`src/rtl/stbc_pkg.sv`:
```
// Shared types, constants and helper functions for the spectrum-to-chord block.
`default_nettype none

package stbc_pkg;

    // Field widths
    localparam int MAG_W    = 24;
    localparam int IDX_W    = 11;
    localparam int THR_W    = 16;
    localparam int STEP_W   = 16;
    localparam int PROD_W   = IDX_W + STEP_W;
    localparam int NORM_W   = 32;
    localparam int SHIFT_W  = $clog2(NORM_W);
    localparam int PC_N     = 12;
    localparam int PC_W     = 4;
    localparam int KIND_W   = 3;
    localparam int CNT_W    = 4;
    localparam int IN_DATA_W  = 40;
    localparam int OUT_DATA_W = 24;

    // Queue between the front and back parts
    localparam int QUEUE_AW    = 2;
    localparam int QUEUE_DEPTH = 1 << QUEUE_AW;

    // Configuration register indexes and reset values
    localparam int CFG_IDX_W = 2;
    localparam logic [CFG_IDX_W-1:0] CFG_THRESHOLD = 2'd0;
    localparam logic [CFG_IDX_W-1:0] CFG_BIN_STEP  = 2'd1;
    localparam logic [CFG_IDX_W-1:0] CFG_FIRST_BIN = 2'd2;
    localparam logic [THR_W-1:0]  THRESHOLD_RST = 16'd40;
    localparam logic [STEP_W-1:0] BIN_STEP_RST  = 16'd768;
    localparam logic [IDX_W-1:0]  FIRST_BIN_RST = 11'd6;

    typedef enum logic [KIND_W-1:0] {
        KIND_NONE   = 3'd0,
        KIND_SINGLE = 3'd1,
        KIND_MAJOR  = 3'd2,
        KIND_MINOR  = 3'd3,
        KIND_DIM    = 3'd4,
        KIND_AUG    = 3'd5
    } chord_kind_t;

    typedef struct packed {
        logic [THR_W-1:0]  threshold;
        logic [STEP_W-1:0] bin_step;
        logic [IDX_W-1:0]  first_bin;
    } cfg_regs_t;

    typedef struct packed {
        logic            hit;
        logic [PC_W-1:0] pclass;
        logic            last;
    } bin_entry_t;

    typedef struct packed {
        chord_kind_t      kind;
        logic [PC_W-1:0]  root;
        logic [PC_N-1:0]  pitch_set;
        logic [CNT_W-1:0] pitch_count;
    } chord_result_t;

    // Semitone midpoints C4..C5 folded into [2^31, 2^32)
    localparam logic [NORM_W-1:0] PC_BOUND [PC_N] = '{
        32'd2258983176, 32'd2393309306, 32'd2535622883, 32'd2686398866,
        32'd2846140455, 32'd3015380773, 32'd3194684645, 32'd3384650479,
        32'd3585912270, 32'd3799141709, 32'd4025050432, 32'd4264392385
    };

    // Triad templates rooted at C, in search order
    localparam int SHAPE_N = 4;
    localparam logic [PC_N-1:0] TRIAD_SHAPE [SHAPE_N] = '{
        12'h091, 12'h089, 12'h049, 12'h111
    };
    localparam chord_kind_t SHAPE_KIND [SHAPE_N] = '{
        KIND_MAJOR, KIND_MINOR, KIND_DIM, KIND_AUG
    };

    // Rotate a pitch-class set upward by r semitones
    function automatic logic [PC_N-1:0] rotate12(input logic [PC_N-1:0] v, input int r);
        logic [PC_N-1:0] res;
        res = (v << r) | (v >> (PC_N - r));
        return res;
    endfunction

    // Count notes and find the single note or the first matching triad
    function automatic chord_result_t classify(input logic [PC_N-1:0] mask);
        chord_result_t    res;
        logic [CNT_W-1:0] cnt;
        logic             found;
        cnt   = '0;
        found = 1'b0;
        for (int k = 0; k < PC_N; k++)
        begin
            cnt = cnt + CNT_W'(mask[k]);
        end
        res.kind        = KIND_NONE;
        res.root        = '0;
        res.pitch_set   = mask;
        res.pitch_count = cnt;
        if (cnt == CNT_W'(1))
        begin
            res.kind = KIND_SINGLE;
            for (int k = 0; k < PC_N; k++)
            begin
                if (mask[k])
                begin
                    res.root = PC_W'(k);
                end
            end
        end
        else if (cnt == CNT_W'(3))
        begin
            for (int r = 0; r < PC_N; r++)
            begin
                for (int t = 0; t < SHAPE_N; t++)
                begin
                    if (!found && rotate12(TRIAD_SHAPE[t], r) == mask)
                    begin
                        found    = 1'b1;
                        res.kind = SHAPE_KIND[t];
                        res.root = PC_W'(r);
                    end
                end
            end
        end
        return res;
    endfunction

endpackage

`default_nettype wire

```
`src/rtl/stbc_front.sv`:
```
// Front part: qualifies each bin, forms its frequency and finds its pitch class.
`default_nettype none

module stbc_front
    import stbc_pkg::*;
(
    input  wire logic              clk,
    input  wire logic              rst_n,
    input  wire cfg_regs_t         cfg,
    input  wire logic              in_valid,
    output logic                   in_ready,
    input  wire logic [MAG_W-1:0]  in_magnitude,
    input  wire logic [IDX_W-1:0]  in_bin_index,
    input  wire logic              in_last,
    output logic                   push_valid,
    output bin_entry_t             push_entry,
    input  wire logic              queue_full
);

    logic                s1_valid_reg, s1_valid_next;
    logic                s1_hit_reg;
    logic [PROD_W-1:0]   s1_prod_reg;
    logic                s1_last_reg;
    logic                s2_valid_reg, s2_valid_next;
    logic                s2_hit_reg;
    logic [NORM_W-1:0]   s2_norm_reg;
    logic                s2_last_reg;
    logic                s1_ready;
    logic                s2_ready;
    logic                hit;
    logic [PROD_W-1:0]   prod;
    logic [SHIFT_W-1:0]  msb;
    logic [SHIFT_W-1:0]  shift;
    logic [NORM_W-1:0]   norm;
    logic [PC_W:0]       bound_cnt;

    // Pipeline handshake: a stage moves when the next one has room
    assign s2_ready = !s2_valid_reg || !queue_full;
    assign s1_ready = !s1_valid_reg || s2_ready;
    assign in_ready = s1_ready;

    // Stage 1: qualify the bin and form the frequency in Q8 hertz
    assign hit  = (in_bin_index >= cfg.first_bin) &&
                  (in_magnitude >= {cfg.threshold, 8'h00});
    assign prod = PROD_W'(in_bin_index) * PROD_W'(cfg.bin_step);

    // Stage 2: fold the frequency into one octave by a leading-one shift
    always_comb
    begin
        msb = '0;
        for (int k = 0; k < PROD_W; k++)
        begin
            if (s1_prod_reg[k])
            begin
                msb = SHIFT_W'(k);
            end
        end
        shift = SHIFT_W'(NORM_W - 1) - msb;
        norm  = NORM_W'(s1_prod_reg) << shift;
    end

    // Pitch class: number of semitone boundaries reached, twelve wraps to C
    always_comb
    begin
        bound_cnt = '0;
        for (int k = 0; k < PC_N; k++)
        begin
            if (s2_norm_reg >= PC_BOUND[k])
            begin
                bound_cnt = bound_cnt + (PC_W+1)'(1);
            end
        end
        push_entry.hit    = s2_hit_reg;
        push_entry.last   = s2_last_reg;
        push_entry.pclass = (bound_cnt == (PC_W+1)'(PC_N)) ? '0 : bound_cnt[PC_W-1:0];
    end

    assign push_valid = s2_valid_reg;

    // Stage valid bits
    always_comb
    begin
        s1_valid_next = s1_valid_reg;
        s2_valid_next = s2_valid_reg;
        if (s1_ready)
        begin
            s1_valid_next = in_valid;
        end
        if (s2_ready)
        begin
            s2_valid_next = s1_valid_reg;
        end
    end

    always_ff @(posedge clk or negedge rst_n)
    begin
        if (!rst_n)
        begin
            s1_valid_reg <= 1'b0;
            s2_valid_reg <= 1'b0;
        end
        else
        begin
            s1_valid_reg <= s1_valid_next;
            s2_valid_reg <= s2_valid_next;
        end
    end

    // Stage payloads
    always_ff @(posedge clk)
    begin
        if (s1_ready)
        begin
            s1_hit_reg  <= hit;
            s1_prod_reg <= prod;
            s1_last_reg <= in_last;
        end
        if (s2_ready)
        begin
            s2_hit_reg  <= s1_hit_reg;
            s2_norm_reg <= norm;
            s2_last_reg <= s1_last_reg;
        end
    end

endmodule

`default_nettype wire

```
`src/rtl/stbc_queue.sv`:
```
// Short queue of classified bins between the front and back parts.
`default_nettype none

module stbc_queue
    import stbc_pkg::*;
(
    input  wire logic        clk,
    input  wire logic        rst_n,
    input  wire logic        push_valid,
    input  wire bin_entry_t  push_entry,
    output logic             full,
    output logic             pop_valid,
    output bin_entry_t       pop_entry,
    input  wire logic        pop
);

    bin_entry_t              mem [QUEUE_DEPTH];
    logic [QUEUE_AW-1:0]     wr_ptr_reg, wr_ptr_next;
    logic [QUEUE_AW-1:0]     rd_ptr_reg, rd_ptr_next;
    logic [QUEUE_AW:0]       count_reg, count_next;
    logic                    do_push;
    logic                    do_pop;

    assign full      = (count_reg == (QUEUE_AW+1)'(QUEUE_DEPTH));
    assign pop_valid = (count_reg != '0);
    assign pop_entry = mem[rd_ptr_reg];
    assign do_push   = push_valid && !full;
    assign do_pop    = pop && pop_valid;

    // Pointer and fill count update
    always_comb
    begin
        wr_ptr_next = wr_ptr_reg;
        rd_ptr_next = rd_ptr_reg;
        count_next  = count_reg;
        if (do_push)
        begin
            wr_ptr_next = wr_ptr_reg + QUEUE_AW'(1);
        end
        if (do_pop)
        begin
            rd_ptr_next = rd_ptr_reg + QUEUE_AW'(1);
        end
        if (do_push && !do_pop)
        begin
            count_next = count_reg + (QUEUE_AW+1)'(1);
        end
        else if (do_pop && !do_push)
        begin
            count_next = count_reg - (QUEUE_AW+1)'(1);
        end
    end

    always_ff @(posedge clk or negedge rst_n)
    begin
        if (!rst_n)
        begin
            wr_ptr_reg <= '0;
            rd_ptr_reg <= '0;
            count_reg  <= '0;
        end
        else
        begin
            wr_ptr_reg <= wr_ptr_next;
            rd_ptr_reg <= rd_ptr_next;
            count_reg  <= count_next;
        end
    end

    // Entry storage
    always_ff @(posedge clk)
    begin
        if (do_push)
        begin
            mem[wr_ptr_reg] <= push_entry;
        end
    end

endmodule

`default_nettype wire

```
`src/rtl/stbc_back.sv`:
```
// Back part: collects pitch classes per frame and classifies the chord on the last bin.
`default_nettype none

module stbc_back
    import stbc_pkg::*;
(
    input  wire logic        clk,
    input  wire logic        rst_n,
    input  wire logic        entry_valid,
    input  wire bin_entry_t  entry,
    output logic             entry_pop,
    output logic             out_valid,
    input  wire logic        out_ready,
    output chord_result_t    out_result
);

    logic [PC_N-1:0]  mask_reg, mask_next;
    logic             out_valid_reg, out_valid_next;
    chord_result_t    out_result_reg;
    logic             out_free;
    logic [PC_N-1:0]  merged;
    logic             load_result;

    // The output register is free when empty or being taken this cycle
    assign out_free    = !out_valid_reg || out_ready;
    assign entry_pop   = entry_valid && (!entry.last || out_free);
    assign load_result = entry_pop && entry.last;
    assign merged      = mask_reg | (entry.hit ? (PC_N'(1) << entry.pclass) : '0);

    // Mask collection and output register control
    always_comb
    begin
        mask_next      = mask_reg;
        out_valid_next = out_valid_reg;
        if (out_ready)
        begin
            out_valid_next = 1'b0;
        end
        if (entry_pop)
        begin
            mask_next = entry.last ? '0 : merged;
        end
        if (load_result)
        begin
            out_valid_next = 1'b1;
        end
    end

    always_ff @(posedge clk or negedge rst_n)
    begin
        if (!rst_n)
        begin
            mask_reg      <= '0;
            out_valid_reg <= 1'b0;
        end
        else
        begin
            mask_reg      <= mask_next;
            out_valid_reg <= out_valid_next;
        end
    end

    // Result payload
    always_ff @(posedge clk)
    begin
        if (load_result)
        begin
            out_result_reg <= classify(merged);
        end
    end

    assign out_valid  = out_valid_reg;
    assign out_result = out_result_reg;

endmodule

`default_nettype wire

```
`src/rtl/spectrum_bins_to_triad_chord.sv`:
```
// Top level: configuration registers and the front, queue and back parts.
//
//  channel   direction  transfers            payload
//  s_*       in         one spectrum bin     tdata: magnitude, bin_index; tlast: last
//  m_*       out        one chord per frame  tdata: chord_kind, root, pitch_set, pitch_count
//  cfg_*     in         one register write   cfg_index, cfg_data
//
// One bin is taken every cycle while the result side keeps up.
// A frame result is offered on m_* once its last bin has passed the two front stages and
// the queue, and the queue head has been merged and classified into the output register.
// Reset clears the pitch mask, the pipeline and the queue and loads the configuration reset values; no sweep follows.
// A stalled result holds the back part only on the next last bin; the four-entry
// queue then fills and the input side stalls.
`default_nettype none

module spectrum_bins_to_triad_chord
    import stbc_pkg::*;
(
    input  wire logic                  clk,
    input  wire logic                  rst_n,
    // tdata fields from bit 0: magnitude[23:0], bin_index[34:24], zero pad
    input  wire logic [IN_DATA_W-1:0]  s_tdata,
    input  wire logic                  s_tlast,
    input  wire logic                  s_tvalid,
    output logic                       s_tready,
    // tdata fields from bit 0: chord_kind[2:0], root[6:3], pitch_set[18:7],
    // pitch_count[22:19], zero pad
    output logic [OUT_DATA_W-1:0]      m_tdata,
    output logic                       m_tvalid,
    input  wire logic                  m_tready,
    input  wire logic                  cfg_valid,
    output logic                       cfg_ready,
    input  wire logic [CFG_IDX_W-1:0]  cfg_index,
    input  wire logic [THR_W-1:0]      cfg_data
);

    cfg_regs_t      cfg_reg, cfg_next;
    logic           push_valid;
    bin_entry_t     push_entry;
    logic           queue_full;
    logic           pop_valid;
    bin_entry_t     pop_entry;
    logic           pop;
    chord_result_t  result;

    // Configuration writes are always taken
    assign cfg_ready = 1'b1;

    always_comb
    begin
        cfg_next = cfg_reg;
        if (cfg_valid)
        begin
            unique case (cfg_index)
                CFG_THRESHOLD: cfg_next.threshold = cfg_data;
                CFG_BIN_STEP:  cfg_next.bin_step  = cfg_data;
                CFG_FIRST_BIN: cfg_next.first_bin = cfg_data[IDX_W-1:0];
                default:       cfg_next = cfg_reg;
            endcase
        end
    end

    always_ff @(posedge clk or negedge rst_n)
    begin
        if (!rst_n)
        begin
            cfg_reg.threshold <= THRESHOLD_RST;
            cfg_reg.bin_step  <= BIN_STEP_RST;
            cfg_reg.first_bin <= FIRST_BIN_RST;
        end
        else
        begin
            cfg_reg <= cfg_next;
        end
    end

    stbc_front u_front (
        .clk          (clk),
        .rst_n        (rst_n),
        .cfg          (cfg_reg),
        .in_valid     (s_tvalid),
        .in_ready     (s_tready),
        .in_magnitude (s_tdata[MAG_W-1:0]),
        .in_bin_index (s_tdata[MAG_W+IDX_W-1:MAG_W]),
        .in_last      (s_tlast),
        .push_valid   (push_valid),
        .push_entry   (push_entry),
        .queue_full   (queue_full)
    );

    stbc_queue u_queue (
        .clk        (clk),
        .rst_n      (rst_n),
        .push_valid (push_valid),
        .push_entry (push_entry),
        .full       (queue_full),
        .pop_valid  (pop_valid),
        .pop_entry  (pop_entry),
        .pop        (pop)
    );

    stbc_back u_back (
        .clk         (clk),
        .rst_n       (rst_n),
        .entry_valid (pop_valid),
        .entry       (pop_entry),
        .entry_pop   (pop),
        .out_valid   (m_tvalid),
        .out_ready   (m_tready),
        .out_result  (result)
    );

    // Result packing, first field in the lowest bits
    assign m_tdata = {1'b0, result.pitch_count, result.pitch_set, result.root, result.kind};

endmodule

`default_nettype wire

```
`config.mk`:
```
export PLATFORM = sky130hd
export DESIGN_NAME = spectrum_bins_to_triad_chord
export DESIGN_NICKNAME = d
export VERILOG_FILES = /design/src/rtl/stbc_pkg.sv /design/src/rtl/stbc_front.sv /design/src/rtl/stbc_queue.sv /design/src/rtl/stbc_back.sv /design/src/rtl/spectrum_bins_to_triad_chord.sv
export SDC_FILE = /design/constraint.sdc
export NUM_CORES = 1
export LEC_CHECK = 0
export ABC_AREA = 1
export BUFFER_PORTS_ARGS = -buffer_cell sky130_fd_sc_hd__buf_2
export CAP_MARGIN = 20
export CORE_MARGIN = 1
export CORE_UTILIZATION = 25
export DETAILED_ROUTE_END_ITERATION = 16
export GPL_TIMING_DRIVEN = 1
export PLACE_DENSITY = 0.46
export RECOVER_POWER = 100
export REMOVE_ABC_BUFFERS = 1
export SLEW_MARGIN = 20
export SYNTH_ARGS = -nofsm -noshare
export SYNTH_HDL_FRONTEND = slang
export SYNTH_SLANG_ARGS = --single-unit
export TNS_END_PERCENT = 100
```
`constraint.sdc`:
```
create_clock -name clk -period 7.65 [get_ports clk]
set_input_delay 0.765 -clock clk [delete_from_list [all_inputs] [get_ports clk]]
set_output_delay 0.765 -clock clk [all_outputs]
set_load 0.02 [all_outputs]
```
==> results.txt, run 1 <==
die extent in y -> 266 µm
crit path max fanout -> 4
fraction of registers with async set/reset -> 37.1%
initial detailed-routing violation count -> 650
CP arrival -> 7.59 ns
via count -> 14,700
HPWL reported at the end of detailed placement -> 35.8 mm
Seq/Total Area, Yosys -> 28.4%
CTS Sinks -> 175
number of buffers created by CTS -> 17
final wirelength -> 45.4 mm
placed instance count -> 3,283
first-pass GRT wire length -> 74.7 mm
most common library cell in the layout ignoring fill and taps -> nand2_1
pin count of the biggest net entering global routing -> 66
fin crit share -> 96.1%
Main synth FF type -> edfxtp_1
initial antenna violation count -> 0
setup violators final -> 0
WL/cell -> 13.6 µm
count of pins over their slew limit -> 183
GPL Wtd Cong -> 0.849
drt drc -> 0
WP data required -> 7.89 ns
most used cell, CP -> ha_4
worst clock skew -> 0.0176 ns
Setup CP Type -> reg2reg
crit-path max cell delay -> 0.40 ns
Max Cap Violations -> 4
die area -> 70,600 µm²
layout cells sized above 1 -> 11.9%
FF+latch count, synth -> 175
Synth top area share -> 19.0%
final core utilization -> 29.4%
commonest non-fill, non-tap cells in the layout -> nand2_1 (540), inv_1 (449), nor2_1 (187)
Mapped Cells -> 2,273
IO Port Bufs -> 83
H-Tree Depth -> 4
Vias per Instance -> 4.39
Core Area -> 68,700 µm²
post-synthesis cell area -> 17,400 µm²
top cells by area, synth -> edfxtp_1 (19%), fa_1 (15%), nand2_1 (12%), inv_1 (9.8%), dfrtp_1 (8.5%)
CP Capture Type -> flop
Finished Layout Cells -> 3,345
outcome -> complete, but fails checks
Period minus WS final -> 7.35 ns
Slew @ Worst Pin -> 3.97 ns
Yosys warnings -> 0
CP Launch Type -> flop
Initial Util -> 25.3%
clk root buf -> clkbuf_16
GRT overflow -> 0
slew margin rel. -> -164%
# nets final -> 2,712
hold buffer count at cts -> 0
Hold WS -> 0.424 ns
vias in the first global route -> 15,000
Clk Latency, worst-skew pair -> 0.50 ns
antenna-violating nets left -> 0
Hold Crit Class -> reg2reg
Synth cell types -> 70
Synth area leader -> edfxtp_1
number of placed I/O pins -> 91
# rows -> 96
failing checks -> capacitance limit, slew limit
Synth-to-Final Area Change -> 16.0%
fmax -> 136 MHz
Hold Vio Cnt, Final -> 0
TritonCTS clock tree -> done
RSZ-0062 raised after global routing -> true
Max Buffers Root-to-Sink -> 2
max reg flops -> 43
gr usage total -> 13.2%
clock slew at reported path FFs -> 0.07 ns
Detailed Routing Iterations Pass 1 -> 5
EDFF count, synth -> 110
Synth Area per Inst -> 7.65 µm²
slowest stage cell, crit path -> edfxtp_1
die width -> 266 µm
## synthesized netlist by cell type, types with 5 or more instances
library cell / count
xor2_1: 21
nor2_2: 8
o221ai_1: 7
nor4_1: 12
a31oi_1: 16
o21a_1: 8
o21ai_0: 151
nand3_1: 69
o31ai_1: 6
o21ai_1: 6
inv_2: 13
a21oi_1: 67
o21bai_1: 12
edfxtp_1: 110
a211oi_1: 5
nand2_2: 17
or2_2: 6
clkbuf_1: 64
o2111ai_1: 5
ha_1: 116
dfstp_2: 6
nand2_1: 549
dfrtp_1: 59
fa_1: 132
xnor2_1: 14
mux2i_1: 5
nor2_1: 190
inv_1: 455
nor3_1: 27
nand4_1: 28
o211ai_1: 11
## critical path: cells and delay by family (launching register included)
kind | cells | cell delay, ns
and+or+nand+nor | 16 | 1.82
AOI/OAI and AO/OA | 12 | 1.61
DFF | 1 | 0.40
buffers and inverters | 7 | 0.53
muxes | 1 | 0.28
adders and majority gates | 10 | 2.47
## repair_timing
| action | in CTS | in global routing |
|---|---|---|
| pin swaps | 15 | 30 |
| hold endpoints to repair | 0 | 0 |
| buffers inserted | 25 | 6 |
| gates resized for setup | 21 | 35 |
| endpoints found under the setup margin | 12 | 12 |
## path summary, 6_finish.rpt
kind                                              start                  end  slack (ns)  cells past startpoint
worst max register to register  u_front.s2_norm_reg[11]    u_queue.mem[1][4]        0.30                     46
worst min-delay path                u_front.s1_last_reg  u_front.s2_last_reg        0.42                      0
max in group asynchronous                         rst_n   u_back.mask_reg[9]        3.77                      1
worst min register to register      u_front.s1_last_reg  u_front.s2_last_reg        0.42                      0
worst max-delay path            u_front.s2_norm_reg[11]    u_queue.mem[1][4]        0.30                     46
min in group asynchronous                         rst_n           cfg_reg[7]        1.64                      1
## area by class of cell
| type | count | area (µm²) |
|---|---|---|
| Tap cell | 931 | 1160 |
| Timing Repair Buffer | 176 | 1060 |
| Clock inverter | 15 | 179 |
| Fill cell | 7528 | 48500 |
| Clock buffer | 17 | 425 |
| Sequential cell | 175 | 4940 |
| Multi-Input combinational cell | 1557 | 10600 |
| Inverter | 473 | 1780 |
| Antenna cell | 1 | 2.50 |
## routing by layer
metal	global-route usage, %	part of all wire, %	vias up
met3	2.08	2.8	52
met2	23.0	49	208
met1	16.7	47	6988
met4	4.24	1.8	0
met5	0	0	-
li1	-	-	7430
## through the flow
step	setup slack, ns	cell area, µm²	TNS (ns)
floorplan	0.0791	17100	0
detailed placement	-0.465	19200	-4.30
CTS	0.00400	20000	0
finish	0.296	20200	0
global route	-0.180	20200	-1.28
global placement	-0.316	19200	-2.50
## cells by family (layout without fill, tap and decap cells)
kind of cell               Yosys count  count (layout)  share of synthesized area [%]
AOI/OAI and AO/OA                  325             325                           11.0
xor gates and xnor gates            40              40                           2.23
adders and majority gates          248             248                           23.5
buffers and inverters              546             681                           12.0
DFF                                175             175                           28.4
muxes                                6               6                          0.353
other                                2               8                         0.0432
and+or+nand+nor                    931             931                           22.5
Power of run 1 is not shown: default switching activity piles up to over one toggle a cycle in this logic, so the estimate is an artifact.
==> inputs of run 2 (changes only) <==
CAP_MARGIN = unset   (was 20)
CTS_BUF_LIST = sky130_fd_sc_hd__clkbuf_4 sky130_fd_sc_hd__clkbuf_8   (was unset)
SLEW_MARGIN = unset   (was 20)
==> run 2 against run 1 <==
Against the previous run: the flow still finishes with violations (capacitance limit, slew limit); flip-flop and latch count is the same; worst hold slack gained 0.0070 ns; highest routed layer unchanged; largest cell class unchanged; via count shrank 0.13%; wire length is essentially flat; critical path depth is the same.
==> results.txt, run 2 (synthesized netlist as in run 1, its figures left out) <==
drt drc -> 0 (unchanged)
CTS Sinks -> 175 (unchanged)
Max Buffers Root-to-Sink -> 2 (unchanged)
Period minus WS final -> 7.36 ns (was 7.35 ns)
initial antenna violation count -> 1 (was 0)
met1 Track Usage GR -> 16.7% (about the same)
setup violators final -> 0 (unchanged)
Initial Util -> 25.3% (unchanged)
clock slew at reported path FFs -> 0.10 ns (was 0.07 ns)
TritonCTS clock tree -> done (unchanged)
slew margin rel. -> -160% (was -164%)
count of pins over their slew limit -> 183 (unchanged)
IO Port Bufs -> 83 (unchanged)
initial detailed-routing violation count -> 696 (was 650)
Detailed Routing Iterations Pass 1 -> 5 (unchanged)
clk root buf -> clkbuf_8 (was clkbuf_16)
final wirelength -> 45.4 mm (about the same)
number of buffers created by CTS -> 17 (unchanged)
Synth-to-Final Area Change -> 14.9% (was 16.0%)
RSZ-0062 raised after global routing -> true (unchanged)
H-Tree Depth -> 4 (unchanged)
crit-path max cell delay -> 0.41 ns (was 0.40 ns)
gr usage total -> 13.2% (unchanged)
antenna-violating nets left -> 0 (unchanged)
Vias per Instance -> 4.38 (was 4.39)
fin crit share -> 96.2% (was 96.1%)
worst clock skew -> 0.0317 ns (was 0.0176 ns)
failing checks -> capacitance limit, slew limit (unchanged)
max reg flops -> 43 (unchanged)
Slew @ Worst Pin -> 3.90 ns (was 3.97 ns)
HPWL reported at the end of detailed placement -> 35.8 mm (unchanged)
Top Usage Layer GRT -> met2 (unchanged)
outcome -> complete, but fails checks (unchanged)
first-pass GRT wire length -> 74.6 mm (was 74.7 mm)
slowest stage cell, crit path -> edfxtp_1 (unchanged)
fillcell total -> 7,547 (was 7,528)
register area -> 4940 µm² (unchanged)
die extent in y -> 266 µm (unchanged)
die area -> 70,600 µm² (unchanged)
met2 Usage GRT -> 23.0% (unchanged)
most used cell, CP -> ha_4 (unchanged)
Hold Vio Cnt, Final -> 0 (unchanged)
layout cells sized above 1 -> 11.9% (about the same)
commonest non-fill, non-tap cells in the layout -> nand2_1 (540), inv_1 (449), nor2_1 (187) (unchanged)
area of the multi-input gates -> 10,600 µm² (about the same)
fmax -> 136 MHz (about the same)
most common library cell in the layout ignoring fill and taps -> nand2_1 (unchanged)
DP Worst Slack -> -0.465 ns (unchanged)
# nets final -> 2,711 (was 2,712)
crit path max fanout -> 4 (unchanged)
# rows -> 96 (unchanged)
Setup CP Type -> reg2reg (unchanged)
Clk Latency, worst-skew pair -> 0.58 ns (was 0.50 ns)
pin count of the biggest net entering global routing -> 66 (unchanged)
vias in the first global route -> 15,000 (about the same)
WP data required -> 7.97 ns (was 7.89 ns)
Core Area -> 68,700 µm² (unchanged)
number of placed I/O pins -> 91 (unchanged)
final core utilization -> 29.1% (was 29.4%)
WL/cell -> 13.6 µm (about the same)
CP Launch Type -> flop (unchanged)
CP arrival -> 7.67 ns (was 7.59 ns)
via count -> 14,700 (about the same)
setup ws final -> 0.293 ns (was 0.296 ns)
GPL Wtd Cong -> 0.849 (unchanged)
grt met3 use -> 2.25% (was 2.08%)
Hold Crit Class -> reg2reg (unchanged)
Max Cap Violations -> 4 (unchanged)
die width -> 266 µm (unchanged)
CP Capture Type -> flop (unchanged)
hold buffer count at cts -> 0 (unchanged)
GRT overflow -> 0 (unchanged)
## run 2: changes by cell type in the layout (fill, tap and decap cells not counted)
cell and delta:
buf_6 +1, clkbuf_8 +17, diode_2 +1, buf_4 -1, a21oi_4 -1, clkbuf_1 -1, a21oi_2 +1, clkbuf_16 -17
## run 2: final timing paths
| check | depth (start not counted) | slack (ns) | end | startpoint |
|---|---|---|---|---|
| min reg2reg | 0 | 0.43 | u_front.s2_last_reg | u_front.s1_last_reg |
| min in group asynchronous | 1 | 1.52 | cfg_reg[7] | rst_n |
| max reg2reg | 46 | 0.29 | u_queue.mem[1][4] | u_front.s2_norm_reg[11] |
| max | 46 | 0.29 | u_queue.mem[1][4] | u_front.s2_norm_reg[11] |
| min | 0 | 0.43 | u_front.s2_last_reg | u_front.s1_last_reg |
| max in group asynchronous | 1 | 3.93 | u_back.mask_reg[9] | rst_n |
## run 2: stage by stage
stage / setup TNS (ns) / instance area [µm²] / hold WS (ns) / instances
after floorplan: 0 / 17100 / 0.400 / 2205
after global placement: -2.50 / 19200 / 0.403 / 3283
after detailed placement: -4.30 / 19200 / 0.408 / 3283
after CTS: 0 / 19800 / 0.293 / 3339
after global routing: -1.33 / 20000 / 0.421 / 3344
final: 0 / 20000 / 0.431 / 3345
## run 2: timing repair
action | 4_1_cts | 5_1_grt
setup endpoints to repair | 12 | 12
setup buffers | 25 | 5
gates resized for setup | 21 | 35
hold endpoints to repair | 0 | 0
pin swaps | 16 | 29
## run 2: routing by layer
metal / vias to the layer above / wire length, µm
li1: 7421 / -
met1: 6978 / 21100
met2: 211 / 22100
met3: 49 / 1360
met4: 0 / 806
met5: - / 0
## run 2: layout make-up
cell class,instances,share of cell area [%]
Timing Repair Buffer,175,5.32
Antenna cell,2,0.0251
Multi-Input combinational cell,1557,53.1
Clock inverter,15,0.896
Tap cell,931,5.83
Sequential cell,175,24.7
Clock buffer,17,1.17
Inverter,473,8.91
## run 2: critical path, delay by kind of cell, from the launching register on
kind / cells / cell delay (ns)
adders and majority gates: 10 / 2.48
and+or+nand+nor: 16 / 1.81
AOI/OAI and AO/OA: 12 / 1.60
buffers and inverters: 7 / 0.53
DFF: 1 / 0.41
muxes: 1 / 0.28
Power of run 2 is left out for the same reason.
